### config.mk
export PLATFORM = sky130hd
export DESIGN_NAME = ffha_ctrl
export DESIGN_NICKNAME = d
export VERILOG_FILES = /design/src/rtl/ffha_pkg.sv /design/src/rtl/ffha_ctrl.sv
export SDC_FILE = /design/constraint.sdc
export NUM_CORES = 1
export LEC_CHECK = 0
export ABC_AREA = 1
export BUFFER_PORTS_ARGS = -buffer_cell sky130_fd_sc_hd__buf_2
export CAP_MARGIN = 20
export CORE_MARGIN = 2
export CORE_UTILIZATION = 45
export CTS_CLUSTER_DIAMETER = 150
export DETAILED_ROUTE_END_ITERATION = 10
export PLACE_DENSITY = 0.69
export SETUP_SLACK_MARGIN = 0.05
export SLEW_MARGIN = 25
export SYNTH_ARGS = -nofsm -noshare
export SYNTH_HDL_FRONTEND = slang
export SYNTH_SLANG_ARGS = --single-unit
### constraint.sdc
create_clock -name clk -period 1.6 [get_ports clk]
set_input_delay 0.48 -clock clk [delete_from_list [all_inputs] [get_ports clk]]
set_output_delay 0.48 -clock clk [all_outputs]
set_load 0.05 [all_outputs]
### src/rtl/ffha_pkg.sv
// Shared constants, segment record and controller/datapath command types
// for the first-fit heap allocator. No dependencies.
`default_nettype none
package ffha_pkg;

  localparam int MAX_SEGMENTS = 64;
  localparam int HEADER_BYTES = 16;
  localparam int IDX_W        = $clog2(MAX_SEGMENTS);
  localparam int CNT_W        = $clog2(MAX_SEGMENTS + 1);

  localparam logic [31:0] HEAP_RESET = 32'd1048576;
  localparam logic [31:0] HDR        = 32'(HEADER_BYTES);

  localparam logic [1:0] STAT_OK      = 2'd0;
  localparam logic [1:0] STAT_NOFIT   = 2'd1;
  localparam logic [1:0] STAT_NOMATCH = 2'd2;

  localparam logic ACT_ALLOC   = 1'b0;
  localparam logic ACT_RELEASE = 1'b1;

  typedef struct packed {
    logic        used;
    logic [31:0] size;
    logic [31:0] start;
  } seg_t;

  typedef enum logic [3:0] {
    OP_NOP,
    OP_INIT,
    OP_LOAD,
    OP_SCAN,
    OP_DECIDE,
    OP_SHIFT,
    OP_WR_GRANT,
    OP_WR_TAIL,
    OP_NB_PREV,
    OP_NB_NEXT,
    OP_NB_CAP,
    OP_WR_MERGE,
    OP_RESP
  } op_t;

  typedef struct packed {
    op_t        op;
    logic [1:0] code;
  } cmd_t;

  typedef struct packed {
    logic act;
    logic look;
    logic hit;
    logic last;
    logic split;
    logic shift_done;
  } stat_t;

endpackage
`default_nettype wire

### src/rtl/ffha_ctrl.sv
// Controller state machine: sequences scan, split, merge and table shifts,
// owns the handshakes. Depends on ffha_pkg.
`default_nettype none
module ffha_ctrl (
  input  wire logic           clk,
  input  wire logic           rst_n,
  input  wire logic           cfg_we,
  input  wire logic           in_valid,
  output logic                in_ready,
  output logic                out_valid,
  input  wire logic           out_ready,
  input  wire ffha_pkg::stat_t stat,
  output ffha_pkg::cmd_t      cmd
);

  localparam logic [3:0] S_INIT   = 4'd0;
  localparam logic [3:0] S_IDLE   = 4'd1;
  localparam logic [3:0] S_SCAN   = 4'd2;
  localparam logic [3:0] S_DECIDE = 4'd3;
  localparam logic [3:0] S_SHUP   = 4'd4;
  localparam logic [3:0] S_WRA    = 4'd5;
  localparam logic [3:0] S_WRB    = 4'd6;
  localparam logic [3:0] S_NBP    = 4'd7;
  localparam logic [3:0] S_NBN    = 4'd8;
  localparam logic [3:0] S_NBC    = 4'd9;
  localparam logic [3:0] S_WM     = 4'd10;
  localparam logic [3:0] S_SHDN   = 4'd11;
  localparam logic [3:0] S_RESP   = 4'd12;

  logic [3:0] state_r, state_nxt;
  logic [1:0] code_r, code_nxt;
  logic       out_valid_r, out_valid_nxt;

  always_comb begin
    state_nxt     = state_r;
    code_nxt      = code_r;
    out_valid_nxt = out_valid_r && !out_ready;
    cmd.op        = ffha_pkg::OP_NOP;
    cmd.code      = code_r;
    case (state_r)
      S_INIT: begin
        cmd.op    = ffha_pkg::OP_INIT;
        state_nxt = S_IDLE;
      end
      S_IDLE: begin
        if (in_valid) begin
          cmd.op    = ffha_pkg::OP_LOAD;
          state_nxt = S_SCAN;
        end
      end
      S_SCAN: begin
        cmd.op = ffha_pkg::OP_SCAN;
        if (stat.look && stat.hit) begin
          code_nxt  = ffha_pkg::STAT_OK;
          state_nxt = (stat.act == ffha_pkg::ACT_RELEASE) ? S_NBP : S_DECIDE;
        end else if (stat.look && stat.last) begin
          code_nxt  = (stat.act == ffha_pkg::ACT_RELEASE) ? ffha_pkg::STAT_NOMATCH
                                                          : ffha_pkg::STAT_NOFIT;
          state_nxt = S_RESP;
        end
      end
      S_DECIDE: begin
        cmd.op    = ffha_pkg::OP_DECIDE;
        state_nxt = stat.split ? S_SHUP : S_WRA;
      end
      S_SHUP: begin
        cmd.op = ffha_pkg::OP_SHIFT;
        if (stat.shift_done) begin
          state_nxt = S_WRA;
        end
      end
      S_WRA: begin
        cmd.op    = ffha_pkg::OP_WR_GRANT;
        state_nxt = stat.split ? S_WRB : S_RESP;
      end
      S_WRB: begin
        cmd.op    = ffha_pkg::OP_WR_TAIL;
        state_nxt = S_RESP;
      end
      S_NBP: begin
        cmd.op    = ffha_pkg::OP_NB_PREV;
        state_nxt = S_NBN;
      end
      S_NBN: begin
        cmd.op    = ffha_pkg::OP_NB_NEXT;
        state_nxt = S_NBC;
      end
      S_NBC: begin
        cmd.op    = ffha_pkg::OP_NB_CAP;
        state_nxt = S_WM;
      end
      S_WM: begin
        cmd.op    = ffha_pkg::OP_WR_MERGE;
        state_nxt = S_SHDN;
      end
      S_SHDN: begin
        cmd.op = ffha_pkg::OP_SHIFT;
        if (stat.shift_done) begin
          state_nxt = S_RESP;
        end
      end
      S_RESP: begin
        if (!out_valid_r || out_ready) begin
          cmd.op        = ffha_pkg::OP_RESP;
          out_valid_nxt = 1'b1;
          state_nxt     = S_IDLE;
        end
      end
      default: state_nxt = S_INIT;
    endcase
    if (cfg_we) begin
      state_nxt = S_INIT;
    end
  end

  always_ff @(posedge clk) begin
    if (!rst_n) begin
      state_r     <= S_INIT;
      code_r      <= ffha_pkg::STAT_OK;
      out_valid_r <= 1'b0;
    end else begin
      state_r     <= state_nxt;
      code_r      <= code_nxt;
      out_valid_r <= out_valid_nxt;
    end
  end

  assign in_ready  = (state_r == S_IDLE);
  assign out_valid = out_valid_r;

  a_busy_after_accept: assert property (@(posedge clk) disable iff (!rst_n)
    (in_valid && in_ready && !cfg_we) |=> (!in_ready && state_r == S_SCAN))
    else $error("input beat accepted but scan not started");

  a_alloc_hit_decides: assert property (@(posedge clk) disable iff (!rst_n)
    (state_r == S_SCAN && stat.look && stat.hit && stat.act == ffha_pkg::ACT_ALLOC
     && !cfg_we) |=> (state_r == S_DECIDE))
    else $error("allocate hit did not go to split decision");

  a_cfg_reinit: assert property (@(posedge clk) disable iff (!rst_n)
    cfg_we |=> (state_r == S_INIT))
    else $error("config write did not reinitialize table");

  a_resp_loads_out: assert property (@(posedge clk) disable iff (!rst_n)
    (state_r == S_RESP && !cfg_we && (!out_valid_r || out_ready)) |=>
    (out_valid_r && state_r == S_IDLE))
    else $error("result beat not presented");

endmodule
`default_nettype wire

==> impl_metrics.toml, run 1 <==
[sta]
fin_ws_ns = -0.3537
rsz0062_at_grt = "true"
finClkSkew_ns = 0.003850
tightest_slew_ns = 0.2797
post-route-period-util_pct = 122.1
fmax_ghz = 0.5119
period_needed_ns = 1.954
hold_viol_final = 0
relSlewSlack_pct = 81.16
drv_slew = 0
whs_ns = 0.4762
setup_viol = 5

[drt]
viasPerCell = 5.444
vias = 969
routed_wl_mm = 2.646
antenna_left = 0
first_pass_iters = 4
drc = 0
first_iter_violations = 65
wl_per_cell_um = 14.87

[layout]
antenna_cells = 0
final_nets = 175
finalInstanceArea_um2 = 1186
most-common-layout-cells = "buf_4 (25), nand2_1 (22), nand3_1 (13), buf_2 (13), nor2_1 (11)"
seq_area_um2 = 158.9
finish.utilization_pct = 91.15
layout-drive-gt1-share_pct = 58.90
multi_input_comb_area_um2 = 513.0
fin_cells = 178
final_common_cell = "buf_4"
fillCellCount = 63
syn_to_final_growth_pct = 89.98

[clock_tree]
cts.clk_slew.worst_paths_ns = 0.06
clock-root-buffer = "clkbuf_4"
cts_tree = "yes"
clock_tree.buffer_depth = 2
h-tree-depth = 1
cts_sinks = 7
worstSkewPairLatency_ns = 0.26
ctsHoldBuffers = 0
cts_buffers = 3

[yosys]
synth_area_um2 = 624.3
synth_top_family_by_area = "simple AND/OR/NAND/NOR gates"
synth_cell_types = 17
yosys.area_share.xor_xnor_pct = 0
synth.mux.area_fraction_pct = 0
synth-seq-cells = 7
yosysWarnings = 0
synth_fp_nets = 121
syn_avg_cell_area_um2 = 5.676
synth_fa_ha_area_share_pct = 0
synth_sequential_area_ratio_pct = 22.44
syn_inst = 110
synth_compound_area_share_pct = 8.617
yosys.area_share.simple_pct = 57.52

[place]
place_inst = 165
io_buffers = 18
dp_hpwl_mm = 1.479
gp_congestion = 0.8973
dpl_cell_area_um2 = 949.7
preCtsSetupSlack_ns = -0.2672

[global_routing]
grt_pass1_vias = 788
grt_antenna_before_repair = 0
grt_pass1_wl_mm = 3.243
grt_max_degree = 7
grt_util_all_layers_pct = 29.41
grt.overflow.total = 0

[pwr]
switching_share_pct = 36.81
p_sw_w = 0.0002142
comb_power_share_pct = 39.4
p_int_w = 0.0003676
pwr-share-seq_pct = 31.4
powerDensity_nw_per_um2 = 490.5
ir_drop_mv = 0.4526
p_clk_share_pct = 29.2
p_leak_nw = 0.6230

[worst_setup_path]
required_ns = 1.12
path_class = "flop to output pin"
crit_chain = "nor2_4 > nand2_1 > nand2_2 > or3b_4 > buf_8"
slowest_delay_ns = 0.42
cp-end-kind = "output pin"
startpoint_type = "flop"
crit_slowest_cell = "dfxtp_4"
crit_arrival_ns = 1.47
worstPathMaxFanout = 5

[outcome]
violations = "setup timing"
outcome = "complete, but fails checks"

[worst_hold_path]
hold_class = "flop to flop"

[floorplan]
die_h_um = 41.25
initial_core_util_pct = 47.98
pin_count = 19
design.core.area_um2 = 1301
die_area_um2 = 1702
die_x_um = 41.25
rows = 13

[run]
drv_cap = 0
-- sequential cells by signal (all words and copies together), names as in the netlist --
| signal | count |
|---|---|
| code_r | 2 |
| out_valid | 1 |
| state_r | 4 |
-- critical path: cells and delay by family, from the launching register on --
kind                   cells  cell delay [ns]
buffers and inverters      1             0.16
flip-flops                 1             0.42
AND/OR/NAND/NOR            4             0.64
-- area by class of cell --
class | count | area share [%]
Tap cell | 15 | 1.582
Timing Repair Buffer | 49 | 32.38
Clock buffer | 4 | 2.215
Inverter | 19 | 7.173
Multi-Input combinational cell | 84 | 43.25
Sequential cell | 7 | 13.40
-- power groups by stage --
stage	clock, W	combinational [W]	sequential, W
detailed placement	0	0.000172	0.000185
global placement	0	0.000168	0.000184
floorplan	0	0.000105	0.000186
finish	0.000170	0.000229	0.000183
CTS	0.000170	0.000205	0.000181
global route	0.000179	0.000239	0.000183
-- logic make-up (layout without fill, tap and decap cells) --
logic type,Yosys count,count (layout)
AOI/OAI and AO/OA,10,10
buffers and inverters,19,72
DFF,7,7
and+or+nand+nor,74,74
-- cells in the mapped netlist --
| cell type | instances | share of area, % |
|---|---|---|
| a21oi_1 | 7 | 5.6 |
| o21ai_1 | 1 | 0.80 |
| nand3_2 | 3 | 4.8 |
| inv_1 | 14 | 8.4 |
| inv_2 | 5 | 3.0 |
| o21ai_0 | 1 | 0.80 |
| dfxtp_1 | 7 | 22 |
| nand3b_1 | 1 | 1.2 |
| nand3_1 | 15 | 12 |
| nor2_4 | 2 | 3.6 |
| o2111ai_1 | 1 | 1.4 |
| nor2_2 | 4 | 4.0 |
| nand2_1 | 32 | 19 |
| nor2_1 | 12 | 7.2 |
| or2_2 | 1 | 1.0 |
| nand2_2 | 3 | 3.0 |
| or3b_1 | 1 | 1.4 |
-- stage by stage --
stage / power, W / TNS, ns
floorplan: 0.0002907 / -0.07297
global placement: 0.0003521 / -0.3559
detailed placement: 0.0003566 / -0.3896
CTS: 0.0005554 / -1.057
global route: 0.0006013 / -1.531
finish: 0.0005818 / -1.303
-- repair_timing --
action,4_1_cts,5_1_grt
gates resized for setup,27,17
pin swaps,3,5
endpoints found under the hold margin,0,0
setup endpoints to repair,5,5
buffers inserted,7,3
-- routing by layer --
metal	vias to the layer above	wire, um	GRT usage (%)
met4	0	106	10.48
met2	69	1284	48.05
met3	16	212	8.696
li1	456	-	-
met5	-	0	0
met1	428	1043	36.10
-- final timing paths --
| path | from | endpoint | slack, ns | depth (start not counted) |
|---|---|---|---|---|
| worst max-delay path | state_r[2]$_SDFFE_PP0P_ | cmd[4] | -0.35 | 5 |
| worst min-delay path | code_r[1]$_SDFFE_PN0P_ | code_r[1]$_SDFFE_PN0P_ | 0.48 | 2 |
| worst max register to register | state_r[2]$_SDFFE_PP0P_ | state_r[1]$_SDFFE_PP0P_ | 0.09 | 10 |
| worst min register to register | code_r[1]$_SDFFE_PN0P_ | code_r[1]$_SDFFE_PN0P_ | 0.48 | 2 |
Note: power is estimated with default switching activity, not from simulation.
==> inputs of run 2 (changes only) <==
--- a/config.mk
+++ b/config.mk
@@ -13,7 +13,7 @@
 export CTS_CLUSTER_DIAMETER = 150
 export DETAILED_ROUTE_END_ITERATION = 10
 export PLACE_DENSITY = 0.69
-export SETUP_SLACK_MARGIN = 0.05
+export SETUP_SLACK_MARGIN = 0.15
 export SLEW_MARGIN = 25
 export SYNTH_ARGS = -nofsm -noshare
 export SYNTH_HDL_FRONTEND = slang
==> run 2 against run 1 <==
The run still ends with setup timing left. Register-to-register slack improved by 0.05 ns. Maximum frequency shrank 0.22%. Sequential cell count unchanged. Core utilization shrank 1.4 points. Routed wire length decreased by 3.9%. Final area is 1.6% lower. Total power decreased by 0.14%. Non-clock buffer count is 4 lower. Sequential power about the same. Clock-buffer cell count stayed put. Largest cell class unchanged. Highest routed layer unchanged.
==> impl_metrics.toml, run 2 (synthesis gave the netlist of run 1 again) <==
[sta]
post-route-period-util_pct = 122.4
fmax_ghz = 0.5108
fin_ws_ns = -0.3579
setup_viol = 5
period_needed_ns = 1.958
hold_viol_final = 0
relSlewSlack_pct = 82.33
drv_slew = 0
rsz0062_at_grt = "true"
tightest_slew_ns = 0.2623
finClkSkew_ns = 0.0002715

[drt]
wl_per_cell_um = 14.61
wl_met1_mm = 1.038
vias = 953
wl_met2_mm = 1.210
dr_wl_met3_um = 202
viasPerCell = 5.477
routed_wl_mm = 2.543
top_layer_used = "met4"
first_iter_violations = 25
first_pass_iters = 5
antenna_left = 0
drc = 0

[clock_tree]
cts_buffers = 3
clock-root-buffer = "clkbuf_4"
worstSkewPairLatency_ns = 0.25
cts.clk_slew.worst_paths_ns = 0.05
cts_tree = "yes"
h-tree-depth = 1
cts_sinks = 7
clock_tree.buffer_depth = 2

[pwr]
p_leak_nw = 0.5915
ir_drop_mv = 0.3926
total_power_w = 0.0005810
powerDensity_nw_per_um2 = 497.7

[layout]
antenna_cells = 0
finish.utilization_pct = 89.71
most-common-layout-cells = "nand2_1 (25), buf_4 (23), nand3_1 (13), buf_2 (13)"
seq_area_um2 = 158.9
largest_register_ffs = 4
final_common_cell = "nand2_1"
final_nets = 171
fillCellCount = 67
syn_to_final_growth_pct = 86.97
fin_cells = 174
multi_input_comb_area_um2 = 533.0
layout-drive-gt1-share_pct = 57.86
finalInstanceArea_um2 = 1167
largest-register = "state_r"

[outcome]
outcome = "complete, but fails checks"
violations = "setup timing"

[place]
io_buffers = 18
dp_hpwl_mm = 1.512
place_inst = 164
dpl_cell_area_um2 = 947.2
gp_congestion = 0.8843

[global_routing]
grt_util_all_layers_pct = 28.44
grt_pass1_vias = 789
grt_antenna_before_repair = 0
grt_max_degree = 7
grt_pass1_wl_mm = 3.160
grt.overflow.total = 0

[floorplan]
initial_core_util_pct = 47.98
design.core.area_um2 = 1301
die_h_um = 41.25
die_area_um2 = 1702
pin_count = 19
die_x_um = 41.25
rows = 13

[run]
drv_cap = 0

[worst_setup_path]
slowest_delay_ns = 0.40
worstPathMaxFanout = 5
crit_chain = "inv_4 > nor2_4 > nand2_1 > nand2_1 > or3b_4 > buf_8"
startpoint_type = "flop"
path_class = "flop to output pin"
crit_top_cell = "nand2_1"
required_ns = 1.12
r2r_cells = 10
cp-end-kind = "output pin"
crit_slowest_cell = "or3b_4"
crit_arrival_ns = 1.48

[worst_hold_path]
whs_path_depth = 2
hold_class = "flop to flop"
[run 2: cell types whose count changed in the layout (fill, tap and decap cells not counted), sizes merged]
cell,previous run,this run
buf,49,45
[run 2: layout make-up]
class	count	share of cell area (%)
clock buffers	4	2.251
inverters	19	6.860
multi-input cells	84	45.66
flip-flops and latches	7	13.61
well taps	15	1.608
repair buffers	45	30.01
[run 2: timing repair]
| action | in CTS | in global routing |
|---|---|---|
| buffers inserted | 4 | 2 |
| pin swaps | 6 | 3 |
| endpoints found under the setup margin | 5 | 11 |
| hold buffers | 0 | 0 |
| gates resized for setup | 25 | 17 |
[run 2: worst paths after layout]
kind	start	endpoint	slack, ns
worst max register to register	state_r[1]$_SDFFE_PP0P_	state_r[1]$_SDFFE_PP0P_	0.14
worst max-delay path	state_r[2]$_SDFFE_PP0P_	cmd[4]	-0.36
worst min register to register	code_r[1]$_SDFFE_PN0P_	code_r[1]$_SDFFE_PN0P_	0.47
worst min-delay path	code_r[1]$_SDFFE_PN0P_	code_r[1]$_SDFFE_PN0P_	0.47
[run 2: metrics by stage]
stage | setup slack [ns] | hold slack [ns] | setup TNS (ns)
2_1_floorplan | -0.07297 | 0.4722 | -0.08803
3_3_place_gp | -0.2642 | 0.4497 | -0.4200
3_5_place_dp | -0.2662 | 0.4591 | -0.4617
4_1_cts | -0.3406 | 0.4677 | -0.9936
5_1_grt | -0.4077 | 0.4929 | -1.428
6_report | -0.3579 | 0.4654 | -1.145
[run 2: layer usage]
| layer | vias to the layer above | global-route usage, % |
|---|---|---|
| met2 | 56 | 52.34 |
| met5 | - | 0 |
| met1 | 436 | 32.37 |
| met3 | 13 | 8.696 |
| li1 | 448 | - |
| met4 | 0 | 4.032 |
[run 2: power breakdown]
group / internal, W / switching (W)
combinational: 0.000105 / 0.000135
sequential: 0.000173 / 0.00000708
clock: 0.0000952 / 0.0000655
[run 2: critical path, delay by kind of cell (launching register included)]
family | cells | cell delay (ns)
and+or+nand+nor | 4 | 0.61
DFF | 1 | 0.38
buffers and inverters | 2 | 0.23
==> inputs of run 3 (changes only) <==
--- a/config.mk
+++ b/config.mk
@@ -7,12 +7,11 @@
 export LEC_CHECK = 0
 export ABC_AREA = 1
 export BUFFER_PORTS_ARGS = -buffer_cell sky130_fd_sc_hd__buf_2
-export CAP_MARGIN = 20
 export CORE_MARGIN = 2
 export CORE_UTILIZATION = 45
 export CTS_CLUSTER_DIAMETER = 150
 export DETAILED_ROUTE_END_ITERATION = 10
-export PLACE_DENSITY = 0.69
+export PLACE_DENSITY = 0.71
 export SETUP_SLACK_MARGIN = 0.15
 export SLEW_MARGIN = 25
 export SYNTH_ARGS = -nofsm -noshare
==> constraint.sdc (replaced) <==
create_clock -name clk -period 1.6 [get_ports clk]
set_input_delay 0.24 -clock clk [delete_from_list [all_inputs] [get_ports clk]]
set_output_delay 0.24 -clock clk [all_outputs]
set_load 0.05 [all_outputs]
==> run 3 against run 2 <==
The flow still finishes with violations (setup timing). Setup slack improved by 0.28 ns. Clock power about the same. Final cell count decreased by 9.8%. Critical path depth unchanged. Maximum frequency increased by 17%. Final area decreased by 18%. Clock skew increased by 0.0012 ns. Hold slack got worse by 0.20 ns. Sequential power increased by 3%. Register-to-register slack improved by 0.07 ns. Combinational power decreased by 26%. Critical path type unchanged. Critical endpoint unchanged.
==> impl_metrics.toml, run 3 (synthesis gave the netlist of run 1 again) <==
[clock_tree]
cts_tree = "yes"
cts_sinks = 7
ctsHoldBuffers = 0
cts.clk_slew.worst_paths_ns = 0.05
clock_tree.buffer_depth = 2
clock-root-buffer = "clkbuf_4"
h-tree-depth = 1
worstSkewPairLatency_ns = 0.25
cts_buffers = 3

[pwr]
powerDensity_nw_per_um2 = 543.0
ir_drop_mv = 0.4296
p_leak_nw = 0.5056

[global_routing]
grt_pass1_vias = 703
grt_antenna_before_repair = 0
grt_pass1_wl_mm = 2.884
grt_max_degree = 7
grt_util_all_layers_pct = 26.23
grt.overflow.total = 0

[place]
io_buffers = 18
dp_hpwl_mm = 1.362
preCtsSetupSlack_ns = 0.004056
gp_congestion = 0.8076

[layout]
finish.utilization_pct = 73.56
antenna_cells = 0
most-common-layout-cells = "nand2_1 (24), nand3_1 (15), buf_2 (13)"
syn_to_final_growth_pct = 53.31
largest_register_ffs = 4
fillCellCount = 101
final_nets = 154
largest-register = "state_r"
layout-drive-gt1-share_pct = 50.00
final_common_cell = "nand2_1"

[drt]
first_iter_violations = 37
routed_wl_mm = 1.839
vias = 825
wl_per_cell_um = 11.71
drc = 0
viasPerCell = 5.255
first_pass_iters = 4
antenna_left = 0

[sta]
period_needed_ns = 1.677
finClkSkew_ns = 0.001482
tightest_slew_ns = 0.3344
hold_viol_final = 0
rsz0062_at_grt = "true"
setup_viol = 2
fmax_ghz = 0.5963
relSlewSlack_pct = 77.47
post-route-period-util_pct = 104.8
finalSetupTns_ns = -0.1076
fin_ws_ns = -0.07691
drv_slew = 0
whs_ns = 0.2673

[floorplan]
design.core.area_um2 = 1301
die_x_um = 41.25
die_area_um2 = 1702
rows = 13
initial_core_util_pct = 47.98
die_h_um = 41.25
pin_count = 19

[worst_setup_path]
crit_arrival_ns = 1.44
worstPathMaxFanout = 5
startpoint_type = "flop"
cp-end-kind = "output pin"
required_ns = 1.36
path_class = "flop to output pin"
reg2reg_slack_ns = 0.21

[outcome]
outcome = "complete, but fails checks"
violations = "setup timing"

[run]
drv_cap = 0

[worst_hold_path]
hold_class = "input port to flop"
run 3: worst paths after layout:
check,from,to,cells after the start
max,state_r[1]$_SDFFE_PP0P_,cmd[4],6
min,rst_n,code_r[1]$_SDFFE_PN0P_,3
max reg2reg,state_r[2]$_SDFFE_PP0P_,state_r[2]$_SDFFE_PP0P_,8
min reg2reg,code_r[1]$_SDFFE_PN0P_,code_r[1]$_SDFFE_PN0P_,2
run 3: power by group:
group	switching [W]	internal [W]	total, W
logic	0.000107	0.0000696	0.000177
clock network	0.0000629	0.0000950	0.000158
registers	0.00000999	0.000175	0.000185
total	0.000180	0.000340	0.000520
run 3: critical path, cell delays in order (launching register included):
cell and delay, ns:
dfxtp_4 0.37, nand2_4 0.08, inv_4 0.05, nand2_2 0.08, nand2_2 0.06, or3b_4 0.37
buf_8 0.16
run 3: repair_timing:
action,CTS,global route
endpoints found under the setup margin,5,6
buffers inserted,4,1
pin swaps,2,3
resized for setup,29,13
run 3: final cells by class:
cell class,count,area [um2],share of cell area (%)
clock buffer,4,26.28,2.745
multi-input combinational,84,469.2,49.02
tap,15,18.77,1.961
sequential,7,156.4,16.34
inverter,19,86.33,9.020
timing repair buffer,28,200.2,20.92
run 3: stage by stage:
stage               area (um2)  total power (W)  cells
finish                   957.2        0.0005198    157
global route             957.2        0.0005518    157
global placement         784.5        0.0003299    148
detailed placement       784.5        0.0003313    148
floorplan                638.1        0.0002865    110
CTS                      908.4        0.0005144    156
run 3: routing by layer:
| layer | part of all wire [%] | GRT usage [%] | wire, um | vias up |
|---|---|---|---|---|
| met2 | 48 | 44.92 | 888 | 36 |
| met1 | 43 | 31.17 | 785 | 367 |
| met4 | 3.9 | 14.52 | 72 | 0 |
| li1 | - | - | - | 412 |
| met5 | 0 | 0 | 0 | - |
| met3 | 5.0 | 3.261 | 92 | 10 |
